[config.mk]
export PLATFORM = sky130hd
export DESIGN_NAME = adv_name_filter
export DESIGN_NICKNAME = d
export VERILOG_FILES = /design/src/design/anf_pkg.sv /design/src/design/adv_name_filter.sv /design/src/design/anf_parser.sv /design/src/design/anf_match.sv
export SDC_FILE = /design/constraint.sdc
export NUM_CORES = 1
export LEC_CHECK = 0
export ABC_AREA = 1
export BUFFER_PORTS_ARGS = -buffer_cell sky130_fd_sc_hd__buf_2
export CAP_MARGIN = 20
export CELL_PAD_IN_SITES_DETAIL_PLACEMENT = 1
export CELL_PAD_IN_SITES_GLOBAL_PLACEMENT = 2
export CORE_MARGIN = 2
export CORE_UTILIZATION = 35
export CTS_CLUSTER_SIZE = 30
export DETAILED_ROUTE_END_ITERATION = 16
export PLACE_DENSITY_LB_ADDON = 0.1
export SLEW_MARGIN = 20
export SYNTH_ARGS = -nofsm -noshare
export SYNTH_HDL_FRONTEND = slang
export SYNTH_SLANG_ARGS = --single-unit
[constraint.sdc]
create_clock -name aclk -period 8.7 [get_ports aclk]
set_input_delay 1.74 -clock aclk [delete_from_list [all_inputs] [get_ports aclk]]
set_output_delay 1.74 -clock aclk [all_outputs]
set_load 0.01 [all_outputs]
[src/design/anf_pkg.sv]
`timescale 1ns / 1ps
// ----------------------------------------------------------------------------
// anf_pkg: shared types, constants and helpers of the advertising name filter
// Holds the channel words, the register set and the character helpers.
// ----------------------------------------------------------------------------
package anf_pkg;

    localparam int NAME_CAPACITY = 9;
    localparam int NAME_LEN_W    = 4;

    // Parser phases.
    localparam logic [1:0] PH_LEN   = 2'd0;
    localparam logic [1:0] PH_TYPE  = 2'd1;
    localparam logic [1:0] PH_VALUE = 2'd2;
    localparam logic [1:0] PH_STOP  = 2'd3;

    // AD types that carry a local name.
    localparam logic [7:0] AD_SHORT_NAME    = 8'h08;
    localparam logic [7:0] AD_COMPLETE_NAME = 8'h09;

    // Word kinds.
    localparam logic KIND_BYTE   = 1'b0;
    localparam logic KIND_WINDOW = 1'b1;

    // Register indexes.
    localparam logic [1:0] REG_TARGET_LENGTH = 2'd0;
    localparam logic [1:0] REG_TARGET_HEAD   = 2'd1;
    localparam logic [1:0] REG_TARGET_TAIL   = 2'd2;
    localparam logic [1:0] REG_OWN_IDENTITY  = 2'd3;

    // Own name prefix characters.
    localparam logic [7:0] CH_J  = 8'h4A;
    localparam logic [7:0] CH_X  = 8'h58;
    localparam logic [7:0] CH_US = 8'h5F;

    typedef struct packed {
        logic       kind;
        logic [7:0] data_byte;
        logic       first_byte;
        logic [7:0] packet_len;
    } in_word_t;

    typedef struct packed {
        logic verdict_kind;
        logic peer_match;
    } out_word_t;

    typedef logic [NAME_CAPACITY-1:0][7:0] name_bytes_t;

    typedef struct packed {
        logic [NAME_LEN_W-1:0] length;
        name_bytes_t           bytes;
    } name_t;

    typedef struct packed {
        logic [3:0]  target_length;
        logic [63:0] target_head;
        logic [7:0]  target_tail;
        logic [23:0] own_identity;
    } cfg_t;

    function automatic logic is_hex(input logic [7:0] c);
        return (c >= 8'h30 && c <= 8'h39) || (c >= 8'h61 && c <= 8'h66) ||
               (c >= 8'h41 && c <= 8'h46);
    endfunction

    function automatic logic [7:0] hex_upper(input logic [3:0] n);
        return (n < 4'd10) ? (8'h30 + {4'd0, n}) : (8'h37 + {4'd0, n});
    endfunction

endpackage

[src/design/adv_name_filter.sv]
`timescale 1ns / 1ps
// ----------------------------------------------------------------------------
// adv_name_filter: local-name filter for advertising payloads
// Walks the fields of each packet, keeps the last short enough local name and
// reports a per-packet verdict and a per-window summary.
// ----------------------------------------------------------------------------
//
//  Channel   Direction  Word type          Handshake
//  s_*       in         anf_pkg::in_word_t  s_valid / s_ready
//  m_*       out        anf_pkg::out_word_t m_valid / m_ready
//  APB       in/out     64-bit registers    psel / penable, pready tied high
//
// One word per cycle is sustained while the result is drained (m_ready high):
// the input register feeds the parser and the name compare, which settle
// combinationally into the result register, the second register on the path.
// A stalled result holds in the result register while one more word waits in
// the input register; s_ready drops only when both are full.
// Reset (aresetn low at a clock edge) empties both registers, restarts the
// parser and clears the registers and the window flag.
// ----------------------------------------------------------------------------
module adv_name_filter (
    input  logic               aclk,
    input  logic               aresetn,
    // Input words.
    input  logic               s_valid,
    output logic               s_ready,
    input  anf_pkg::in_word_t  s_data,
    // Result words.
    output logic               m_valid,
    input  logic               m_ready,
    output anf_pkg::out_word_t m_data,
    // Register port.
    input  logic               psel,
    input  logic               penable,
    input  logic               pwrite,
    input  logic [4:0]         paddr,
    input  logic [63:0]        pwdata,
    output logic [63:0]        prdata,
    output logic               pready
);

    anf_pkg::cfg_t      cfg_reg;
    anf_pkg::in_word_t  in_word_reg;
    logic               in_valid_reg;
    anf_pkg::out_word_t out_word_reg;
    logic               out_valid_reg;
    logic               window_seen_reg, window_seen_next;
    logic               fire;
    logic               pkt_done;
    logic               match;
    logic               result_valid;
    anf_pkg::out_word_t result;
    anf_pkg::name_t     name_next;
    logic [1:0]         reg_index;

    // ------------------------------------------------------------------
    // Register port. Registers sit at eight-byte strides, so the index is
    // taken from the upper address bits.
    // ------------------------------------------------------------------
    assign pready    = 1'b1;
    assign reg_index = paddr[4:3];

    always_ff @(posedge aclk) begin
        if (!aresetn) begin
            cfg_reg <= '0;
        end else if (psel && penable && pwrite) begin
            unique case (reg_index)
                anf_pkg::REG_TARGET_LENGTH: cfg_reg.target_length <= pwdata[3:0];
                anf_pkg::REG_TARGET_HEAD:   cfg_reg.target_head   <= pwdata;
                anf_pkg::REG_TARGET_TAIL:   cfg_reg.target_tail   <= pwdata[7:0];
                anf_pkg::REG_OWN_IDENTITY:  cfg_reg.own_identity  <= pwdata[23:0];
                default: begin
                end
            endcase
        end
    end

    always_comb begin
        unique case (reg_index)
            anf_pkg::REG_TARGET_LENGTH: prdata = {60'd0, cfg_reg.target_length};
            anf_pkg::REG_TARGET_HEAD:   prdata = cfg_reg.target_head;
            anf_pkg::REG_TARGET_TAIL:   prdata = {56'd0, cfg_reg.target_tail};
            anf_pkg::REG_OWN_IDENTITY:  prdata = {40'd0, cfg_reg.own_identity};
            default:                    prdata = 64'd0;
        endcase
    end

    // ------------------------------------------------------------------
    // Input register. The held word is processed as soon as the result
    // register is empty or being drained in the same cycle.
    // ------------------------------------------------------------------
    assign fire    = in_valid_reg && (!out_valid_reg || m_ready);
    assign s_ready = !in_valid_reg || fire;

    always_ff @(posedge aclk) begin
        if (!aresetn) begin
            in_valid_reg <= 1'b0;
        end else if (s_ready) begin
            in_valid_reg <= s_valid;
        end
    end

    always_ff @(posedge aclk) begin
        if (s_ready && s_valid) begin
            in_word_reg <= s_data;
        end
    end

    // ------------------------------------------------------------------
    // Field walk and name compare. The compare sees the name as it stands
    // after the current byte, so the last byte of a packet counts.
    // ------------------------------------------------------------------
    anf_parser u_parser (
        .aclk      (aclk),
        .aresetn   (aresetn),
        .step      (fire),
        .item      (in_word_reg),
        .name_next (name_next),
        .pkt_done  (pkt_done)
    );

    anf_match u_match (
        .name  (name_next),
        .cfg   (cfg_reg),
        .match (match)
    );

    // A window word reports the sticky flag and clears it; a packet that
    // matches sets it.
    always_comb begin
        window_seen_next = window_seen_reg;
        result_valid     = 1'b0;
        result           = '0;
        if (fire) begin
            if (in_word_reg.kind == anf_pkg::KIND_WINDOW) begin
                result_valid        = 1'b1;
                result.verdict_kind = anf_pkg::KIND_WINDOW;
                result.peer_match   = window_seen_reg;
                window_seen_next    = 1'b0;
            end else if (pkt_done) begin
                result_valid        = 1'b1;
                result.verdict_kind = anf_pkg::KIND_BYTE;
                result.peer_match   = match;
                window_seen_next    = window_seen_reg | match;
            end
        end
    end

    always_ff @(posedge aclk) begin
        if (!aresetn) begin
            window_seen_reg <= 1'b0;
        end else begin
            window_seen_reg <= window_seen_next;
        end
    end

    // ------------------------------------------------------------------
    // Result register.
    // ------------------------------------------------------------------
    always_ff @(posedge aclk) begin
        if (!aresetn) begin
            out_valid_reg <= 1'b0;
        end else if (fire) begin
            out_valid_reg <= result_valid;
        end else if (m_ready) begin
            out_valid_reg <= 1'b0;
        end
    end

    always_ff @(posedge aclk) begin
        if (fire && result_valid) begin
            out_word_reg <= result;
        end
    end

    assign m_valid = out_valid_reg;
    assign m_data  = out_word_reg;

    // ------------------------------------------------------------------
    // Assertions.
    // ------------------------------------------------------------------
    a_result_from_fire: assert property (@(posedge aclk) disable iff (!aresetn)
        $rose(m_valid) |-> $past(fire))
        else $error("result appeared without a processed word");

    a_window_clears: assert property (@(posedge aclk) disable iff (!aresetn)
        (fire && in_word_reg.kind == anf_pkg::KIND_WINDOW) |=> !window_seen_reg)
        else $error("window flag not cleared by a window word");

    a_match_sets_flag: assert property (@(posedge aclk) disable iff (!aresetn)
        (fire && in_word_reg.kind == anf_pkg::KIND_BYTE && pkt_done && match)
        |=> window_seen_reg)
        else $error("matching packet did not set the window flag");

    a_stall_only_full: assert property (@(posedge aclk) disable iff (!aresetn)
        !s_ready |-> (in_valid_reg && out_valid_reg && !m_ready))
        else $error("input stalled while a stage was free");

endmodule

[src/design/anf_parser.sv]
`timescale 1ns / 1ps
// ----------------------------------------------------------------------------
// anf_parser: length-type-value walker and name capture
// Steps the parser state by one payload byte and reports the end of a packet.
// ----------------------------------------------------------------------------
module anf_parser (
    input  logic             aclk,
    input  logic             aresetn,
    input  logic             step,
    input  anf_pkg::in_word_t item,
    output anf_pkg::name_t   name_next,
    output logic             pkt_done
);

    logic [1:0] phase_reg, phase_next;
    logic [7:0] bytes_left_reg, bytes_left_next;
    logic [7:0] field_left_reg, field_left_next;
    logic       capturing_reg, capturing_next;
    logic [anf_pkg::NAME_LEN_W-1:0] name_len_reg, name_len_next;
    anf_pkg::name_bytes_t name_reg, name_bytes_next;
    logic [7:0] remain;
    logic [7:0] fl_dec;

    always_comb begin
        phase_next      = phase_reg;
        bytes_left_next = bytes_left_reg;
        field_left_next = field_left_reg;
        capturing_next  = capturing_reg;
        name_len_next   = name_len_reg;
        name_bytes_next = name_reg;
        pkt_done        = 1'b0;
        remain          = bytes_left_reg;
        fl_dec          = 8'd0;
        if (step && item.kind == anf_pkg::KIND_BYTE) begin
            if (item.first_byte) begin
                remain          = item.packet_len;
                phase_next      = anf_pkg::PH_LEN;
                field_left_next = 8'd0;
                capturing_next  = 1'b0;
                name_len_next   = '0;
            end
            fl_dec = field_left_next - 8'd1;
            if (remain != 8'd0) begin
                unique case (phase_next)
                    anf_pkg::PH_LEN: begin
                        if (remain <= 8'd1 || item.data_byte == 8'd0 ||
                            item.data_byte > remain - 8'd1) begin
                            phase_next = anf_pkg::PH_STOP;
                        end else begin
                            field_left_next = item.data_byte;
                            phase_next      = anf_pkg::PH_TYPE;
                        end
                    end
                    anf_pkg::PH_TYPE: begin
                        field_left_next = fl_dec;
                        capturing_next  = (item.data_byte == anf_pkg::AD_SHORT_NAME ||
                                           item.data_byte == anf_pkg::AD_COMPLETE_NAME) &&
                                          fl_dec <= 8'(anf_pkg::NAME_CAPACITY);
                        if (capturing_next) begin
                            name_len_next = '0;
                        end
                        if (fl_dec == 8'd0) begin
                            capturing_next = 1'b0;
                            phase_next     = anf_pkg::PH_LEN;
                        end else begin
                            phase_next = anf_pkg::PH_VALUE;
                        end
                    end
                    anf_pkg::PH_VALUE: begin
                        if (capturing_next) begin
                            if (item.data_byte == 8'd0) begin
                                capturing_next = 1'b0;
                            end else if (name_len_next <
                                         anf_pkg::NAME_LEN_W'(anf_pkg::NAME_CAPACITY)) begin
                                name_bytes_next[name_len_next] = item.data_byte;
                                name_len_next = name_len_next + 1'b1;
                            end
                        end
                        field_left_next = fl_dec;
                        if (fl_dec == 8'd0) begin
                            capturing_next = 1'b0;
                            phase_next     = anf_pkg::PH_LEN;
                        end
                    end
                    default: begin
                    end
                endcase
                pkt_done = (remain == 8'd1);
                remain   = remain - 8'd1;
            end
            bytes_left_next = remain;
        end
    end

    always_ff @(posedge aclk) begin
        if (!aresetn) begin
            phase_reg      <= anf_pkg::PH_LEN;
            bytes_left_reg <= 8'd0;
            field_left_reg <= 8'd0;
            capturing_reg  <= 1'b0;
            name_len_reg   <= '0;
        end else begin
            phase_reg      <= phase_next;
            bytes_left_reg <= bytes_left_next;
            field_left_reg <= field_left_next;
            capturing_reg  <= capturing_next;
            name_len_reg   <= name_len_next;
        end
    end

    // Bytes past the name length are never compared, so they need no reset.
    always_ff @(posedge aclk) begin
        name_reg <= name_bytes_next;
    end

    assign name_next.length = name_len_next;
    assign name_next.bytes  = name_bytes_next;

endmodule

[src/design/anf_match.sv]
`timescale 1ns / 1ps
// ----------------------------------------------------------------------------
// anf_match: name verdict
// Compares a captured name with the exact target or the peer name pattern.
// ----------------------------------------------------------------------------
module anf_match (
    input  anf_pkg::name_t name,
    input  anf_pkg::cfg_t  cfg,
    output logic           match
);

    logic [anf_pkg::NAME_CAPACITY-1:0] exact_ok;
    logic [anf_pkg::NAME_CAPACITY-1:0] own_eq;
    logic [anf_pkg::NAME_CAPACITY-1:0] hex_ok;
    anf_pkg::name_bytes_t target;
    anf_pkg::name_bytes_t own;
    logic exact_hit;
    logic pattern_hit;

    assign target = {cfg.target_tail, cfg.target_head};

    assign own[0] = anf_pkg::CH_J;
    assign own[1] = anf_pkg::CH_X;
    assign own[2] = anf_pkg::CH_US;
    assign own[3] = anf_pkg::hex_upper(cfg.own_identity[23:20]);
    assign own[4] = anf_pkg::hex_upper(cfg.own_identity[19:16]);
    assign own[5] = anf_pkg::hex_upper(cfg.own_identity[15:12]);
    assign own[6] = anf_pkg::hex_upper(cfg.own_identity[11:8]);
    assign own[7] = anf_pkg::hex_upper(cfg.own_identity[7:4]);
    assign own[8] = anf_pkg::hex_upper(cfg.own_identity[3:0]);

    always_comb begin
        for (int i = 0; i < anf_pkg::NAME_CAPACITY; i++) begin
            exact_ok[i] = (anf_pkg::NAME_LEN_W'(i) >= name.length) ||
                          (name.bytes[i] == target[i]);
            own_eq[i]   = (name.bytes[i] == own[i]);
            hex_ok[i]   = (i < 3) ? (name.bytes[i] == own[i])
                                  : anf_pkg::is_hex(name.bytes[i]);
        end
    end

    assign exact_hit   = (cfg.target_length == name.length) && (&exact_ok);
    assign pattern_hit = (name.length == anf_pkg::NAME_LEN_W'(anf_pkg::NAME_CAPACITY)) &&
                         (&hex_ok) && !(&own_eq);
    assign match       = (cfg.target_length != 4'd0) ? exact_hit : pattern_hit;

endmodule
### After elaboration in Yosys (flattened, before gate mapping)

Index checks and enable logic that the tools add are counted.

* flip-flop bits (word level): 218
* bits of input ports: 94
* output and inout bits: 69
* word-level logic and storage cells: 264

* $add $sub $neg: 15
* order comparisons: 57
* equality and inequality tests: 28
* mux-type cells: 60
* bitwise operators: 2
* reductions and logical operators: 75

Operators by type and width (number)
* 2-to-1 mux 72 bit: 6
* one-hot mux 64 bit (4 select lines): 1
* == test 8 bit: 15
* 2-to-1 mux 8 bit: 14
* greater-or-equal comparator 8 x 7 -> 1 bit (second input constant): 12
* <= comparator 8 x 7 -> 1 bit (second input constant): 12
* adder 6 x 4 -> 7 bit (first input constant): 12
* bitwise mux 72 bit: 1
* greater-or-equal comparator 8 x 6 -> 1 bit (second input constant): 6
* <= comparator 8 x 6 -> 1 bit (second input constant): 6
* demux 8 bit (select 4 bit): 1
* 2-to-1 mux 4 bit: 8
* logical AND 1 bit: 29
* < comparator 4 bit (second input constant): 7
* AND reduction 9 bit: 3
* logical OR 1 bit: 26
* == test 8 x 7 -> 1 bit (second input constant): 3
* 2-to-1 mux 1 bit: 18
* == test 8 x 4 -> 1 bit (second input constant): 2
* greater-or-equal comparator 3 x 4 -> 1 bit (first input constant): 4
* logical NOT 8 bit: 2
* one-hot mux 8 bit (2 select lines): 1
* subtractor 8 x 1 -> 8 bit (second input constant): 2
* 2-to-1 mux 2 bit: 7
* other kinds (26): 39

### Longest topological paths before layout

* word-level depth: 27
* gate-level depth with buffers: 28
* depth with buffers taken out: 26

### Cells and area by module

A second synthesis with hierarchy kept.

* cell total of the unflattened synthesis: 1937
* area total of the unflattened synthesis: 12881.1 µm²

By module, submodules not included
* adv_name_filter: times used 1, cells each 644, area an instance 5088.6 µm², seq. area each 2662.6 µm²
* anf_parser: times used 1, cells each 700, area an instance 4923.5 µm², seq. area each 1901.8 µm²
* anf_match: times used 1, cells each 593, area an instance 2869.0 µm², seq. area each 0.0 µm²

### Least setup slack after synthesis

OpenSTA, ideal clock, no wires.

* path kind: in2out
* start: input port paddr[3]
* end: output port prdata[11]
* arrival: 2.669 ns
* required time: 6.960 ns
* setup slack: 4.291 ns
* stages: 6
* path buffers: 2
* cell sequence: inv_1 > nor2_1 > clkbuf_1 > clkbuf_1 > nand2_1 > o21ai_0

* longest elaborated chain between the ends: 2
* elaborated cells between the ends (all ways): 5
* classes of those cells: eq/ne (3); mux (1); reduce/logical (1)

Ends and longest elaborated chain
* start, declared: RTL line adv_name_filter.sv:36 `input logic [4:0] paddr,`
* == test 2 bit (tied with other cells): RTL line adv_name_filter.sv:79 `unique case (reg_index)`
* one-hot mux 64 bit (4 select lines) *: RTL line adv_name_filter.sv:79
* end, declared: RTL line adv_name_filter.sv:38 `output logic [63:0] prdata,`

Mark *: on every way between the ends. The rest lies on a longest branch, timed or not.

==> impl_metrics.ini <==
[drt]
viasPerCell = 5.095
drt_first_pass_iters = 5
routedWlPerCell_um = 18.77
ant_nets = 0
via_count = 13290
routed_wl_um = 48980
drc_errors = 0
drtIter0Drc = 820

[setup_path]
crit_path_end_kind = flop
cp.arrival_ns = 5.61
critPathRequiredTime_ns = 9.12
startpoint_type = primary input
worstSetupPathType = in2reg
crit_start = m_ready
worstPathMaxFanout = 24
r2r_start = in_word_reg[8]$_DFFE_PP_

[cts]
cts_tree = built
ctsHoldBuffers = 0
cts-root-buf = clkbuf_16
clk_path_buf_depth = 3
clkSinkCount = 218
cts_buffers = 28
cts_setup_buffers = 0
cts_resized = 0
clock_latency_ns = 0.56
htree_num_levels = 1
clk_pin_slew_ns = 0.06

[timing]
whs_ns = 0.4696
rsz0062_at_grt = false
setup_violations = 0
hold_violations = 0
tns_ns = 0
max_slew_margin_pct = 39.78
slew_viol_final = 0
fmax_mhz = 192.5
finalCritPeriodShare_pct = 59.71
period_needed_ns = 5.194
finClkSkew_ns = 0.01032
worst_slew_pin_slew_ns = 0.9033

[finish]
fin_cells = 2609
area_growth_pct = 15.89
fillers = 4855
largest_reg_flops = 100
fin_area_um2 = 15090
drive_above_1_share_pct = 14.62
nNetsFinal = 2243
num_antenna_cells = 0

[logic_synthesis]
synth_edf_count = 20
synthTopCellsByCount = nand2_1 (561), inv_1 (256), dfxtp_1 (198), nor2_1 (191), o21ai_0 (168)
seq_area_frac_synth_pct = 35.06
syn_nets = 2112
ys_seq_elements = 218
async_flop_share_pct = 0
synth_flop_cell = dfxtp_1
yosysWarnings = 0
syn_inst = 1989
yosysMostFrequentCell = nand2_1
yosysUniqueCellTypes = 49
avgSynthCellArea_um2 = 6.545
synthTopCellsByArea = dfxtp_1 (30%), nand2_1 (16%), inv_1 (7.4%)
synth_area_um2 = 13020
synth_top_area_share_pct = 30.45
synth_area_leader_cell = dfxtp_1

[global_route]
grt_start_max_net_pins = 79
grt_pass1_wl_um = 76490
antenna_found_initial = 1
grt_usage_pct = 25.59
overflow = 0
grt_pass1_vias = 13110

[flow_run]
drv_cap = 0

[power]
power_density_nw_per_um2 = 166.8
ir_drop_v = 0.0001549
total_power_mw = 2.516
leakagePower_nw = 7.150

[worst_hold_path]
worstHoldPathType = reg2reg
worstHoldStart = window_seen_reg$_SDFFE_PN0P_

[floorplanning]
rows = 70
core_area_um2 = 36610
start_util_pct = 35.56
dieArea_um2 = 38760
die_y_um = 196.9
io_pins = 163
die_x_um = 196.9

[placed_design]
place_congestion = 0.8759
io_buffers = 158
place_inst = 2558
dp_hpwl_um = 37270
placedInstanceArea_um2 = 14110

[status]
status = finished clean
==> report_power, final <==
group / total (mW) / internal (mW) / switching [mW]
logic: 0.251 / 0.0781 / 0.173
registers: 1.05 / 1.03 / 0.0134
clock network: 1.22 / 0.747 / 0.470
==> critical path: stages <==
cell	delay, ns
buf_2	0.07
inv_1	0.03
nand2_1	0.11
nand2_1	0.07
nor2_1	0.10
buf_4	0.30
nand2_1	0.15
nor2_2	0.53
nand2_2	0.18
nor2_4	0.49
inv_2	0.21
nand2_1	0.13
nand2_1	0.17
nor2_1	0.15
nand2_1	0.06
nor2_1	0.10
nand3_1	0.17
nor2_1	0.16
nand2_1	0.07
nor2_1	0.09
nand3_1	0.18
nand2_1	0.15
nand3_1	0.07
o21ai_1	0.09
==> per-layer routing <==
layer	part of all wire [%]	track usage, %	vias to the layer above
li1	-	-	6646
met1	49	36.39	6269
met2	43	39.85	314
met3	4.7	3.525	63
met4	3.1	8.382	0
met5	0	0	-
==> worst paths after layout <==
path                                                     end  slack, ns  cells past startpoint
worst max-delay path                 m_data[0]$_SDFFCE_PN0P_       3.51                     24
worst min-delay path            window_seen_reg$_SDFFE_PN0P_       0.47                      2
worst max register to register       m_data[0]$_SDFFCE_PN0P_       3.68                     24
worst min register to register  window_seen_reg$_SDFFE_PN0P_       0.47                      2
==> area by class of cell <==
cell class / instances / area [um^2] / share of cell area, %
multi-input combinational: 1426 / 7034 / 46.62
sequential: 218 / 4564 / 30.25
inverter: 273 / 1026 / 6.800
timing repair buffer: 173 / 903.4 / 5.988
clock buffer: 40 / 868.3 / 5.756
tap: 468 / 585.6 / 3.881
clock inverter: 11 / 105.1 / 0.6966
==> logic make-up after synthesis <==
family,after synthesis,synth area share [%]
simple gates,963,31.74
mux,1,0.07689
fa+ha+maj,29,2.787
xor+xnor,50,3.364
other cells,1,0.02880
flops,218,35.06
compound gates,382,16.03
buf+inv,345,10.91
==> stage by stage <==
step	setup WS (ns)	utilization (%)
3_3_place_gp	3.036	38.55
5_1_grt	3.156	41.21
6_report	3.506	41.21
3_5_place_dp	2.986	38.55
4_1_cts	3.516	41.21
2_1_floorplan	4.291	-
==> cells in the final DEF (no fill, tap or decap), types with 3 or more instances in the layout <==
cell type  netlist  layout
nand3_1         95      95
clkbuf_8         0       8
buf_2           10     158
nor2_4           5       5
nor2_2           8       8
nor2_1         191     191
edfxtp_1        20      20
or2_2            5       5
nor3_1          15      15
clkbuf_16        0      30
inv_1          256     255
o221ai_1        11      11
a21oi_1        129     129
o22ai_1          9       9
nand2_4          7       7
dfxtp_1        198     198
o211ai_1         3       3
clkinv_2         0      10
ha_1            29      29
o2111ai_1        4       4
nand2_2         25      25
nand4_1         39      39
xor2_1          46      46
o31ai_1          3       3
nand2_1        561     561
o21ai_1         27      27
o21ai_0        168     168
inv_2           16      16
o32ai_1          3       3
xnor2_1          4       4
buf_4            6      15
o21ai_2         17      17
No activity file was read; power rests on OpenSTA's default activity.
